<file path="src/hdl/tsr_pkg.sv">
`default_nettype none
package tsr_pkg;

    localparam int ENTRY_SLOTS     = 16;
    localparam int ENTRY_MAX_BYTES = 512;
    localparam int ENTRY_WORDS     = (ENTRY_MAX_BYTES + 7) / 8;
    localparam int WORD_W          = $clog2(ENTRY_WORDS);
    localparam int SLOT_W          = $clog2(ENTRY_SLOTS);
    localparam int PAY_SLOT_W      = SLOT_W + 1;
    localparam int PAY_DEPTH       = (ENTRY_SLOTS + 1) << WORD_W;
    localparam int CNT_W           = 5;
    localparam int LEN_W           = 10;
    localparam int BYTES_W         = 14;
    localparam int CTR_W           = WORD_W + 1;
    localparam int STAMP_W         = 64;
    localparam int META_W          = LEN_W + STAMP_W;
    localparam int CFG_IDX_W       = 2;
    localparam int CFG_DATA_W      = 32;

    localparam logic [CNT_W-1:0]      LIMIT_RESET     = CNT_W'(16);
    localparam logic [LEN_W-1:0]      BYTE_LIM_RESET  = LEN_W'(512);
    localparam logic [CFG_DATA_W-1:0] RETENTION_RESET = CFG_DATA_W'(24 * 60 * 60 * 1000);

    typedef enum logic [2:0] {
        CMD_PUSH   = 3'd0,
        CMD_POP    = 3'd1,
        CMD_PEEK   = 3'd2,
        CMD_DROP   = 3'd3,
        CMD_CLEAR  = 3'd4,
        CMD_EXPIRE = 3'd5,
        CMD_STATUS = 3'd6
    } t_cmd;

    typedef enum logic [1:0] {
        ST_OK       = 2'd0,
        ST_EMPTY    = 2'd1,
        ST_TOO_LONG = 2'd2,
        ST_ROOM     = 2'd3
    } t_status;

    typedef enum logic [CFG_IDX_W-1:0] {
        CFG_ENTRY_LIMIT = 2'd0,
        CFG_BYTE_LIMIT  = 2'd1,
        CFG_RETENTION   = 2'd2
    } t_cfg_idx;

    typedef enum logic [3:0] {
        S_IDLE, S_LOOK, S_EXEC, S_COPY_RD, S_COPY_WR, S_COMMIT,
        S_SNAP, S_RESULT, S_WORD_RD, S_WORD_OUT
    } t_state;

    // Controller to datapath strobes
    typedef struct packed {
        logic    latch;
        logic    asm_push;
        logic    asm_clear;
        logic    remove;
        logic    set_st;
        t_status st;
        logic    set_len;
        logic    clear_ring;
        logic    rem_inc;
        logic    ctr_clr;
        logic    ctr_inc;
        logic    save_rd;
        logic    rd_asm;
        logic    copy_wr;
        logic    commit;
        logic    load_result;
        logic    load_word;
    } t_dp_cmd;

    // Datapath to controller flags
    typedef struct packed {
        t_cmd cmd;
        logic last_word;
        logic reject;
        logic empty;
        logic full;
        logic room_short;
        logic expire_hit;
        logic wa_zero;
        logic copy_done;
        logic word_last;
        logic out_free;
    } t_dp_stat;

    function automatic logic [63:0] byte_mask(input logic [3:0] n);
        logic [63:0] m;
        m = '0;
        for (int i = 0; i < 8; i++) begin
            if (4'(i) < n) m[i*8 +: 8] = 8'hff;
        end
        return m;
    endfunction

    function automatic logic [CNT_W-1:0] eff_limit(input logic [CNT_W-1:0] v);
        if (v == '0) return CNT_W'(1);
        if (v > CNT_W'(ENTRY_SLOTS)) return CNT_W'(ENTRY_SLOTS);
        return v;
    endfunction

endpackage
`default_nettype wire

</file>
<file path="src/hdl/tsr_ctrl.sv">
`default_nettype none
module tsr_ctrl (
    input  wire logic              i_clk,
    input  wire logic              i_rst_n,
    input  wire logic              i_in_valid,
    output logic                   o_in_ready,
    input  wire tsr_pkg::t_dp_stat i_stat,
    output tsr_pkg::t_dp_cmd       o_cmd
);
    tsr_pkg::t_state r_state, n_state;

    always_ff @(posedge i_clk) begin
        if (!i_rst_n) begin
            r_state <= tsr_pkg::S_IDLE;
        end else begin
            r_state <= n_state;
        end
    end

    // One item: look-up, execution, snapshot and result, or word read-out
    always_comb begin
        n_state    = r_state;
        o_in_ready = 1'b0;
        o_cmd      = '0;
        o_cmd.st   = tsr_pkg::ST_OK;
        case (r_state)
            tsr_pkg::S_IDLE: begin
                o_in_ready = 1'b1;
                if (i_in_valid) begin
                    o_cmd.latch = 1'b1;
                    n_state     = tsr_pkg::S_LOOK;
                end
            end
            tsr_pkg::S_LOOK: begin
                n_state = tsr_pkg::S_EXEC;
            end
            tsr_pkg::S_EXEC: begin
                n_state = tsr_pkg::S_SNAP;
                case (i_stat.cmd)
                    tsr_pkg::CMD_PUSH: begin
                        if (!i_stat.last_word) begin
                            o_cmd.asm_push = 1'b1;
                        end else if (i_stat.reject) begin
                            o_cmd.set_st    = 1'b1;
                            o_cmd.st        = tsr_pkg::ST_TOO_LONG;
                            o_cmd.asm_clear = 1'b1;
                        end else begin
                            o_cmd.remove  = i_stat.full;
                            o_cmd.ctr_clr = 1'b1;
                            n_state = i_stat.wa_zero ? tsr_pkg::S_COMMIT : tsr_pkg::S_COPY_RD;
                        end
                    end
                    tsr_pkg::CMD_POP, tsr_pkg::CMD_PEEK: begin
                        if (i_stat.empty) begin
                            o_cmd.set_st = 1'b1;
                            o_cmd.st     = tsr_pkg::ST_EMPTY;
                        end else if (i_stat.room_short) begin
                            o_cmd.set_len = 1'b1;
                            o_cmd.set_st  = 1'b1;
                            o_cmd.st      = tsr_pkg::ST_ROOM;
                        end else begin
                            o_cmd.set_len = 1'b1;
                            o_cmd.remove  = (i_stat.cmd == tsr_pkg::CMD_POP);
                            o_cmd.save_rd = 1'b1;
                            o_cmd.ctr_clr = 1'b1;
                            n_state       = tsr_pkg::S_WORD_RD;
                        end
                    end
                    tsr_pkg::CMD_DROP: begin
                        if (i_stat.empty) begin
                            o_cmd.set_st = 1'b1;
                            o_cmd.st     = tsr_pkg::ST_EMPTY;
                        end else begin
                            o_cmd.remove  = 1'b1;
                            o_cmd.rem_inc = 1'b1;
                        end
                    end
                    tsr_pkg::CMD_CLEAR: begin
                        o_cmd.clear_ring = 1'b1;
                    end
                    tsr_pkg::CMD_EXPIRE: begin
                        // Remove one aged entry, then look at the new oldest
                        if (i_stat.expire_hit) begin
                            o_cmd.remove  = 1'b1;
                            o_cmd.rem_inc = 1'b1;
                            n_state       = tsr_pkg::S_LOOK;
                        end
                    end
                    default: begin
                        n_state = tsr_pkg::S_SNAP;
                    end
                endcase
            end
            tsr_pkg::S_COPY_RD: begin
                o_cmd.rd_asm = 1'b1;
                n_state      = tsr_pkg::S_COPY_WR;
            end
            tsr_pkg::S_COPY_WR: begin
                o_cmd.copy_wr = 1'b1;
                o_cmd.ctr_inc = 1'b1;
                n_state = i_stat.copy_done ? tsr_pkg::S_COMMIT : tsr_pkg::S_COPY_RD;
            end
            tsr_pkg::S_COMMIT: begin
                o_cmd.commit = 1'b1;
                n_state      = tsr_pkg::S_SNAP;
            end
            tsr_pkg::S_SNAP: begin
                n_state = tsr_pkg::S_RESULT;
            end
            tsr_pkg::S_RESULT: begin
                if (i_stat.out_free) begin
                    o_cmd.load_result = 1'b1;
                    n_state           = tsr_pkg::S_IDLE;
                end
            end
            tsr_pkg::S_WORD_RD: begin
                n_state = tsr_pkg::S_WORD_OUT;
            end
            tsr_pkg::S_WORD_OUT: begin
                if (i_stat.out_free) begin
                    o_cmd.load_word = 1'b1;
                    o_cmd.ctr_inc   = 1'b1;
                    n_state = i_stat.word_last ? tsr_pkg::S_IDLE : tsr_pkg::S_WORD_RD;
                end
            end
            default: begin
                n_state = tsr_pkg::S_IDLE;
            end
        endcase
    end
endmodule
`default_nettype wire

</file>
<file path="config.mk">
export PLATFORM = sky130hd
export DESIGN_NAME = tsr_ctrl
export DESIGN_NICKNAME = d
export VERILOG_FILES = /design/src/hdl/tsr_pkg.sv /design/src/hdl/tsr_ctrl.sv
export SDC_FILE = /design/constraint.sdc
export NUM_CORES = 1
export LEC_CHECK = 0
export BUFFER_PORTS_ARGS = -buffer_cell sky130_fd_sc_hd__buf_2
export CORE_UTILIZATION = 30
export DETAILED_ROUTE_END_ITERATION = 12
export GPL_ROUTABILITY_DRIVEN = 0
export SLEW_MARGIN = 20
export SYNTH_ARGS = -nofsm -noshare
export SYNTH_HDL_FRONTEND = slang
export SYNTH_SLANG_ARGS = --single-unit
</file>
<file path="constraint.sdc">
create_clock -name i_clk -period 1.99 [get_ports i_clk]
set_input_delay 0.0995 -clock i_clk [delete_from_list [all_inputs] [get_ports i_clk]]
set_output_delay 0.0995 -clock i_clk [all_outputs]
set_load 0.1 [all_outputs]
</file>
==> impl_results.md, run 1 <==
- Status: completed
- Critical Path RT: 1.89 ns
- Max-slew violations: 0
- Worst min-delay path class: input pin to flip-flop
- Total track usage: 17.7%
- Post-synth top cells: nor2_1 (13), nand2_1 (12), inv_1 (8), a21oi_1 (5), nor3_1 (5)
- Drt initial violations: 28
- First-pass GRT wire length: 3.42 mm
- Htree depth: 1
- Max Clock Freq: 0.540 GHz
- Clock-pin slew on the worst setup and hold paths: 0.04 ns
- Layout Nets: 150
- Worst clock skew: 0.00322 ns
- Detailed placer's ending HPWL: 1.63 mm
- Min Tclk post-route: 1.85 ns
- Port Buffers: 34
- CP startpoint kind: flip-flop
- Largest net degree at the start of global routing: 17
- Hold Vio Cnt, Final: 0
- DRC viols: 0
- CTS tree: done
- Share of cells above drive strength 1: 50.0%
- Reg2reg start: r_state[0]
- Count leader, synth: nor2_1
- Leak: 0.450 nW
- Cell depth of the worst flop-to-flop path: 4
- CTS Buffer Depth: 2
- Post-CTS Setup Bufs: 0
- Initial Util: 31.8%
- Worst EP arrival: 1.75 ns
- Antenna violation net count after detailed routing: 0
- Die ar.: 2520 um^2
- Syn Inst Count: 102
- Setup slack, reg-to-reg: 0.49 ns
- 1st-pass router iterations: 4
- Synthesis-to-layout area growth: 65.7%
- WL per Instance: 12.7 um
- Syn Area/Cell: 6.83 um^2
- Slew @ Worst Pin: 0.485 ns
- Grt ovf: 0
- Dominant cells by area after synthesis: dfxtp_1 (11%), nor2_1 (7.0%), nand2_1 (6.5%)
- Finished Cell Area: 1150 um^2
- Synth Warn #: 0
- # resized after CTS: 0
- Die Wd: 50.2 um
- FP Rows: 17
- Chip Height: 50.2 um
- CP Capture Type: primary output
- Diodes inserted: 0
- Cts bufs inserted: 3
- Antenna violations before repair: 0
- Power, Total: 561 uW
- Register area share after synthesis: 11.5%
- Hold path cells: 2
- Vias/cell: 5.41
- Tcrit/Tclk final: 93.1%
- CP max FO: 9
- Hold Buf Count CTS: 0
- Largest registers: r_state (4)
- Pwr Density: 485 nW/um^2
- Async set-or-reset flop fraction in the synthesized netlist: 0%
- Mapped cell area: 697 um^2
- Largest register by flop count: r_state
- Placed cell area: 1130 um^2
- Post-Syn Nets: 118
- Hold path startpoint: i_rst_n
- Final setup fails: 0
- Max transition margin: 67.9%
- Ports: 35
- Primary FF master, synth: dfxtp_1
- CTS Root Cell: clkbuf_4
- Synth top area share: 11.5%
- Max FFs per register: 4
- DR vias: 866
- Wirelength, routed: 2.03 mm
- WS Path Type: flip-flop to primary output
- RSZ-0062 raised after global routing: false
- CTS sink count: 4
- Worst VDD drop: 0.433 mV
- Vias in the first global route: 731
- Max-cap violations: 0
- FF-to-FF End: r_state[3]
- Hold Path Sink: r_state[2]
- Yosys top cell by area: dfxtp_1
- Synth Register Bits: 4
- Core Area: 2190 um^2
- Clock latency on the worst-skew pair: 0.24 ns
- Netlist cell types: 46
- Post-synth EDFFs: 0
==> where the power goes <==
part	switching [mW]	leakage [nW]	internal (mW)	total (mW)
registers	0.0257	0.0340	0.0889	0.115
clock network	0.0354	0.0138	0.0675	0.103
logic	0.235	0.402	0.108	0.343
==> worst max path at each step <==
stage	from	endpoint	slack (ns)
6_report	r_state[0]	o_cmd[5]	0.14
5_1_grt	r_state[0]	o_cmd[5]	0.03
4_1_cts	r_state[2]	o_cmd[6]	0.03
3_5_place_dp	r_state[2]	o_cmd[6]	0.29
3_3_place_gp	r_state[2]	o_cmd[5]	0.33
2_1_floorplan	r_state[1]	o_cmd[17]	-0.47
==> cells in the final DEF (no fill, tap or decap), types with 2 or more instances in the layout <==
cell	instances
nor3b_1	2
buf_2	22
inv_1	8
nand2_1	12
buf_12	11
nor4_4	3
nor3_4	2
nor2_1	8
nand2b_4	2
dfxtp_2	3
o31a_1	2
buf_4	2
a21oi_1	4
nand3_1	3
a31oi_1	3
o21ai_0	4
and3_2	2
nor2_2	4
clkbuf_4	4
nor3_1	2
==> kinds of logic (layout without fill, tap and decap cells) <==
| kind of cell | count (synthesis) | count (layout) | share of synthesized area, % |
|---|---|---|---|
| flops | 4 | 4 | 11.5 |
| fa+ha+maj | 1 | 1 | 1.44 |
| simple gates | 49 | 49 | 40.8 |
| xor+xnor | 1 | 1 | 1.26 |
| compound gates | 30 | 30 | 31.8 |
| buf+inv | 17 | 47 | 13.3 |
==> final cells by class <==
cell class | instances | area (um^2)
Timing Repair Buffer | 36 | 353
Clock buffer | 3 | 22.5
Fill cell | 215 | 1040
Multi-Input combinational cell | 81 | 631
Inverter | 8 | 30.0
Sequential cell | 4 | 83.8
Tap cell | 28 | 35.0
==> worst max-delay path, stage by stage, from the launching register on <==
cell and delay, ns:
dfxtp_1 0.44, nor4b_4 0.34, nand2b_4 0.15, nor4_4 0.37, buf_12 0.22
==> through the flow <==
step           cells  worst slack, ns  util, %  setup TNS [ns]  hold WS, ns
2_1_floorplan    102           -0.467        -           -1.15        0.227
3_3_place_gp     157            0.326     51.5               0        0.390
3_5_place_dp     157            0.293     51.5               0        0.387
4_1_cts          160           0.0340     52.5               0        0.135
5_1_grt          160           0.0256     52.7               0        0.124
6_report         160            0.137     52.7               0        0.131
==> layer usage <==
layer | GRT usage [%] | share of wire (%) | vias to the layer above | wire, um
li1 | - | - | 433 | -
met1 | 24.9 | 45 | 391 | 903
met2 | 25.8 | 47 | 39 | 953
met3 | 4.55 | 7.4 | 3 | 151
met4 | 5.71 | 0.94 | 0 | 19
met5 | 0 | 0 | - | 0
No activity file was read; power rests on OpenSTA's default activity.
==> run 2, diff against run 1 <==
Settings changed: CELL_PAD_IN_SITES_DETAIL_PLACEMENT from default to 1, CELL_PAD_IN_SITES_GLOBAL_PLACEMENT from default to 1, CTS_BUF_LIST from default to sky130_fd_sc_hd__clkbuf_16, PLACE_DENSITY_LB_ADDON from default to 0.1.
==> run 2 against run 1 <==
  * Global-route usage rose by 4.4 points
  * Total power rose by 40%
  * Register-to-register slack worse by 0.03 ns
  * Maximum frequency increased by 2.1%
  * Highest routed layer unchanged
==> impl_results.md, run 2 (same netlist as run 1, synthesis figures left out) <==
- Status: completed
- Hold Vio Cnt, Final: 0 (unchanged)
- Wirelength, routed: 2.54 mm (+25%)
- CTS sink count: 4 (unchanged)
- Max FFs per register: 4 (unchanged)
- Hold Buf Count CTS: 0 (unchanged)
- Vias in the first global route: 891 (+22%)
- Cts bufs inserted: 3 (unchanged)
- Antenna violations before repair: 0 (unchanged)
- Largest net degree at the start of global routing: 17 (unchanged)
- FP Rows: 17 (unchanged)
- Vias/cell: 5.56 (+2.8%)
- Max transition margin: 66.6% (-1.3 points)
- Layout Nets: 150 (unchanged)
- Hold Path Sink: r_state[2]
- Max Clock Freq: 0.551 GHz (+2.1%)
- Detailed placer's ending HPWL: 1.89 mm (+16%)
- Share of cells above drive strength 1: 50.0% (unchanged)
- CTS tree: done
- Dpl ws: 0.276 ns (-0.0168 ns)
- Synthesis-to-layout area growth: 72.9%
- Clock latency on the worst-skew pair: 0.23 ns (about the same)
- CP Capture Type: primary output
- Final non-filler cell total: 160 (unchanged)
- Largest registers: r_state (4)
- Setup_tns: 0 ns (unchanged)
- Critical Path RT: 1.89 ns (about the same)
- 1st-pass router iterations: 6 (+2)
- Largest register by flop count: r_state
- Die ar.: 2520 um^2 (unchanged)
- Reg2reg start: r_state[3]
- Ports: 35 (unchanged)
- WS Path Type: flip-flop to primary output
- DR vias: 890 (+2.8%)
- Cell total after placement: 157 (unchanged)
- RSZ-0062 raised after global routing: false
- Hold path cells: 2 (unchanged)
- Tcrit/Tclk final: 91.2% (-1.9 points)
- Leak: 0.474 nW (+5.3%)
- Htree depth: 1 (unchanged)
- Placed cell area: 1130 um^2 (unchanged)
- CP startpoint kind: flip-flop
- CTS Buffer Depth: 2 (unchanged)
- Clock-pin slew on the worst setup and hold paths: 0.03 ns (about the same)
- DRC viols: 0 (unchanged)
- Finished Cell Area: 1200 um^2 (+4.3%)
- Slew @ Worst Pin: 0.505 ns (+0.0197 ns)
- Commonest non-fill, non-tap cell in the layout: buf_2
- Fin worst setup slack: 0.175 ns (+0.0384 ns)
- Pwr Density: 652 nW/um^2 (+34%)
- Max-cap violations: 0 (unchanged)
- First-pass GRT wire length: 4.18 mm (+22%)
- CP max FO: 11 (+2)
- Grt ovf: 0 (unchanged)
- Max-slew violations: 0 (unchanged)
- Final setup fails: 0 (unchanged)
- Antenna violation net count after detailed routing: 0 (unchanged)
- Port Buffers: 34 (unchanged)
- Drt initial violations: 11 (-61%)
- Commonest cells after routing, fill and taps aside: buf_2 (23), nand2_1 (12), buf_12 (11)
- Total track usage: 22.0% (+4.4 points)
- Worst EP arrival: 1.72 ns (-0.03 ns)
- Final core utilization: 55.0% (+2.3 points)
- Worst clock skew: 0.00222 ns (-0.00100 ns)
- WL per Instance: 15.8 um (+25%)
- Cell depth of the worst flop-to-flop path: 5 (+1)
- Fillers: 265 (+23%)
- Chip Height: 50.2 um (unchanged)
- Worst min-delay path class: input pin to flip-flop
- Hold path startpoint: i_rst_n
- Worst VDD drop: 0.683 mV (+58%)
- CTS Root Cell: clkbuf_16
- Die Wd: 50.2 um (unchanged)
- Diodes inserted: 0 (unchanged)
- Setup slack, reg-to-reg: 0.46 ns (-0.03 ns)
- Min Tclk post-route: 1.81 ns (-0.0384 ns)
- Initial Util: 31.8% (unchanged)
- Core Area: 2190 um^2 (unchanged)
- FF-to-FF End: r_state[1]
[run 2: cell types whose count changed in the layout (fill, tap and decap cells not counted)]
cell       before  now
buf_2          22   23
clkbuf_16       0    3
clkbuf_4        4    0
[run 2: layout make-up]
type                    count  area, um^2  area share, %
flip-flops and latches      4        83.8           6.96
clock buffers               3        75.1           6.23
well taps                  28        35.0           2.91
repair buffers             36         350           29.1
inverters                   8        30.0           2.49
multi-input cells          81         631           52.3
[run 2: through the flow]
step	total power [mW]	hold slack [ns]
after floorplan	0.387	0.227
after global placement	0.457	0.374
after detailed placement	0.462	0.381
after CTS	0.788	0.150
after global routing	0.815	0.162
final	0.786	0.141
[run 2: worst max-delay path, stage by stage, from the launching register on]
cell     delay, ns
dfxtp_2       0.40
nor4b_4       0.38
buf_4         0.21
nand2_1       0.12
nor2_2        0.18
buf_12        0.19
[run 2: where the power goes]
part           leakage, nW  internal [mW]  total, mW  switching [mW]
combinational        0.403          0.108      0.355           0.248
clock               0.0370          0.257      0.321          0.0632
sequential          0.0340         0.0888      0.110          0.0211
[run 2: repair_timing]
action / in CTS / in global routing
buffers inserted: 0 / 0
endpoints found under the setup margin: 0 / 4
resized for setup: 0 / 2
[run 2: worst max-delay path by stage]
stage                    start  slack [ns]   endpoint
global route        r_state[3]        0.08  o_cmd[15]
floorplan           r_state[1]       -0.47  o_cmd[17]
global placement    r_state[2]        0.32   o_cmd[6]
CTS                 r_state[2]        0.02   o_cmd[5]
detailed placement  r_state[2]        0.28   o_cmd[5]
finish              r_state[3]        0.18  o_cmd[15]
[run 2: per-layer routing]
metal  up-vias  track usage, %  wire (um)
met1       427            26.5       1140
met3         2            4.55        104
met2        27            39.6       1270
met4         0            4.76         27
li1        434               -          -
met5         -               0          0
==> run 3, diff against run 2 <==
Settings changed: CORE_UTILIZATION 30 to 32.
==> run 3 against run 2 <==
  * Register-to-register slack worse by 0.07 ns
  * Worst hold slack better by 0.013 ns
  * Combinational power grew 3%
  * First-iteration DRC count increased by 36%
  * Non-clock buffer count up 1
  * Largest cell class unchanged
  * Largest power group unchanged
  * Clock power is 2% lower
  * Highest routed layer unchanged
  * Sequential share of layout area fell by 0.24 points
  * Wire length decreased by 0.67%
  * Sequential power decreased by 7%
  * Total power down 0.31%
  * Count of clock-buffer cells in the layout unchanged
==> impl_results.md, run 3 (same netlist as run 1, synthesis figures left out) <==
- CTS Buffer Depth: 2 (unchanged)
- Post-CTS Setup Bufs: 0 (unchanged)
- DR vias: 908 (+2.0%)
- Chip Height: 48.7 um (-3.1%)
- Htree depth: 1 (unchanged)
- Die Wd: 48.7 um (-3.1%)
- Status: completed
- WL per Instance: 15.7 um (-0.67%)
- Design internal power: 455 uW (+0.28%)
- Worst EP arrival: 1.79 ns (+0.07 ns)
- Reg2reg start: r_state[0]
- Leak: 0.477 nW (+0.81%)
- Sw Share: 41.9% (-0.34 points)
- # resized after CTS: 0 (unchanged)
- Share of cells above drive strength 1: 48.9% (-1.1 points)
- Kind of cell adding the most delay to the critical path: flip-flops
- CTS sink count: 4 (unchanged)
- FP Rows: 16 (-1)
- Hold path cells: 2 (unchanged)
- Slew @ Worst Pin: 0.509 ns (+0.00383 ns)
- CP Capture Type: primary output
- Grt ovf: 0 (unchanged)
- Setup_tns: 0 ns (unchanged)
- Largest net degree at the start of global routing: 17 (unchanged)
- Die ar.: 2370 um^2 (-6.0%)
- First-pass GRT wire length: 4.28 mm (+2.5%)
- Antenna violations before repair: 0 (unchanged)
- FF/Latch Area: 81.3 um^2 (-3.0%)
- Commonest non-fill, non-tap cell in the layout: buf_2
- Largest registers: r_state (4)
- Core Area: 2000 um^2 (-8.6%)
- Switching power total: 328 uW (-1.1%)
- Fillers: 237 (-11%)
- Max-cap violations: 0 (unchanged)
- Worst min-delay path class: input pin to flip-flop
- DRC viols: 0 (unchanged)
- CTS Root Cell: clkbuf_16
- Placed cell area: 1130 um^2 (+0.56%)
- CP startpoint kind: flip-flop
- Commonest cells after routing, fill and taps aside: buf_2 (22), nand2_1 (12), buf_12 (11)
- Seq pwr share: 13.0% (-1.0 points)
- Synthesis-to-layout area growth: 73.8%
- Hold Path Sink: r_state[2]
- Gate power share: 46.7% (+1.5 points)
- WS Path Type: flip-flop to primary output
- Worst hold slack: 0.154 ns (+0.0131 ns)
- Vias in the first global route: 966 (+8.4%)
- Clock-pin slew on the worst setup and hold paths: 0.03 ns (about the same)
- RSZ-0062 raised after global routing: false
- Hold Vio Cnt, Final: 0 (unchanged)
- Max FFs per register: 4 (unchanged)
- Cells along the critical path: nand2_1, nor2_4, or2_4, buf_2
- Initial Util: 34.8% (+3.0 points)
- CTS tree: done
- Diodes inserted: 0 (unchanged)
- Worst setup startpoint: r_state[0]
- Pwr Density: 647 nW/um^2 (-0.83%)
- Ports: 35 (unchanged)
- Max transition margin: 65.2% (-1.4 points)
- Setup slack, reg-to-reg: 0.39 ns (-0.07 ns)
- Largest register by flop count: r_state
- Cell depth of the worst flop-to-flop path: 3 (-2)
- Power share of the clock group: 40.3% (-0.5 points)
- 1st-pass router iterations: 3 (-3)
- Critical Path RT: 1.89 ns (about the same)
- Final setup fails: 0 (unchanged)
- Hold Buf Count CTS: 0 (unchanged)
- CP bufs+invs: 1 (-1)
- Hold path startpoint: i_rst_n
- Wirelength, routed: 2.52 mm (-0.67%)
- CP peak stage delay: 0.61 ns (+0.21 ns)
- CP max FO: 9 (-2)
- Clock latency on the worst-skew pair: 0.23 ns (about the same)
- Drt initial violations: 15 (+4)
- Worst VDD drop: 0.571 mV (-16%)
- Multi-input logic area: 631 um^2 (unchanged)
- Max Clock Freq: 0.531 GHz (-3.7%)
- WP depth: 4 (-1)
- Detailed placer's ending HPWL: 1.92 mm (+1.7%)
- Antenna violation net count after detailed routing: 0 (unchanged)
- Layout Nets: 151 (+0.67%)
- Worst clock skew: 0.00360 ns (+0.00138 ns)
- Finished Cell Area: 1210 um^2 (+0.52%)
- Tcrit/Tclk final: 94.7% (+3.5 points)
- Min Tclk post-route: 1.88 ns (+0.0701 ns)
- FF-to-FF End: r_state[2]
- Max-slew violations: 0 (unchanged)
- Cts bufs inserted: 3 (unchanged)
- Total track usage: 23.5% (+1.4 points)
- Vias/cell: 5.68 (+2.0%)
- Port Buffers: 34 (unchanged)
- Crit path max-delay cell type: dfxtp_1
run 3: cell types whose count changed in the layout (fill, tap and decap cells not counted), sizes merged:
cell    previous run  this run
clkbuf             3         4
run 3: metal layers:
metal	wire length (um)	GRT usage, %
met4	78	14.2
met2	1290	41.7
met3	77	2.83
met1	1070	26.4
met5	0	0
run 3: power groups by stage:
stage	combinational, mW	sequential, mW	clock, mW
after global placement	0.356	0.102	0
final	0.366	0.102	0.316
after global routing	0.388	0.104	0.322
after floorplan	0.292	0.0950	0
after detailed placement	0.362	0.104	0
after CTS	0.367	0.102	0.315
run 3: cell type report:
class / count / area share (%)
Multi-Input combinational cell: 81 / 52.1
Inverter: 8 / 2.48
Sequential cell: 4 / 6.71
Clock buffer: 3 / 6.20
Timing Repair Buffer: 37 / 29.8
Tap cell: 27 / 2.79
run 3: how the worst max path moves through the flow:
stage | slack (ns) | end
floorplan | -0.47 | o_cmd[17]
global placement | 0.36 | o_cmd[4]
detailed placement | 0.30 | o_cmd[5]
CTS | 0.07 | o_cmd[5]
global route | 0.02 | o_cmd[5]
finish | 0.11 | o_cmd[6]
run 3: through the flow:
| step | setup WS, ns | std cells | total power, mW | util [%] |
|---|---|---|---|---|
| after floorplan | -0.467 | 102 | 0.387 | - |
| after global placement | 0.361 | 157 | 0.458 | 56.6 |
| after detailed placement | 0.303 | 157 | 0.466 | 56.6 |
| after CTS | 0.0658 | 160 | 0.785 | 60.4 |
| after global routing | 0.0238 | 160 | 0.814 | 60.5 |
| final | 0.105 | 160 | 0.783 | 60.5 |
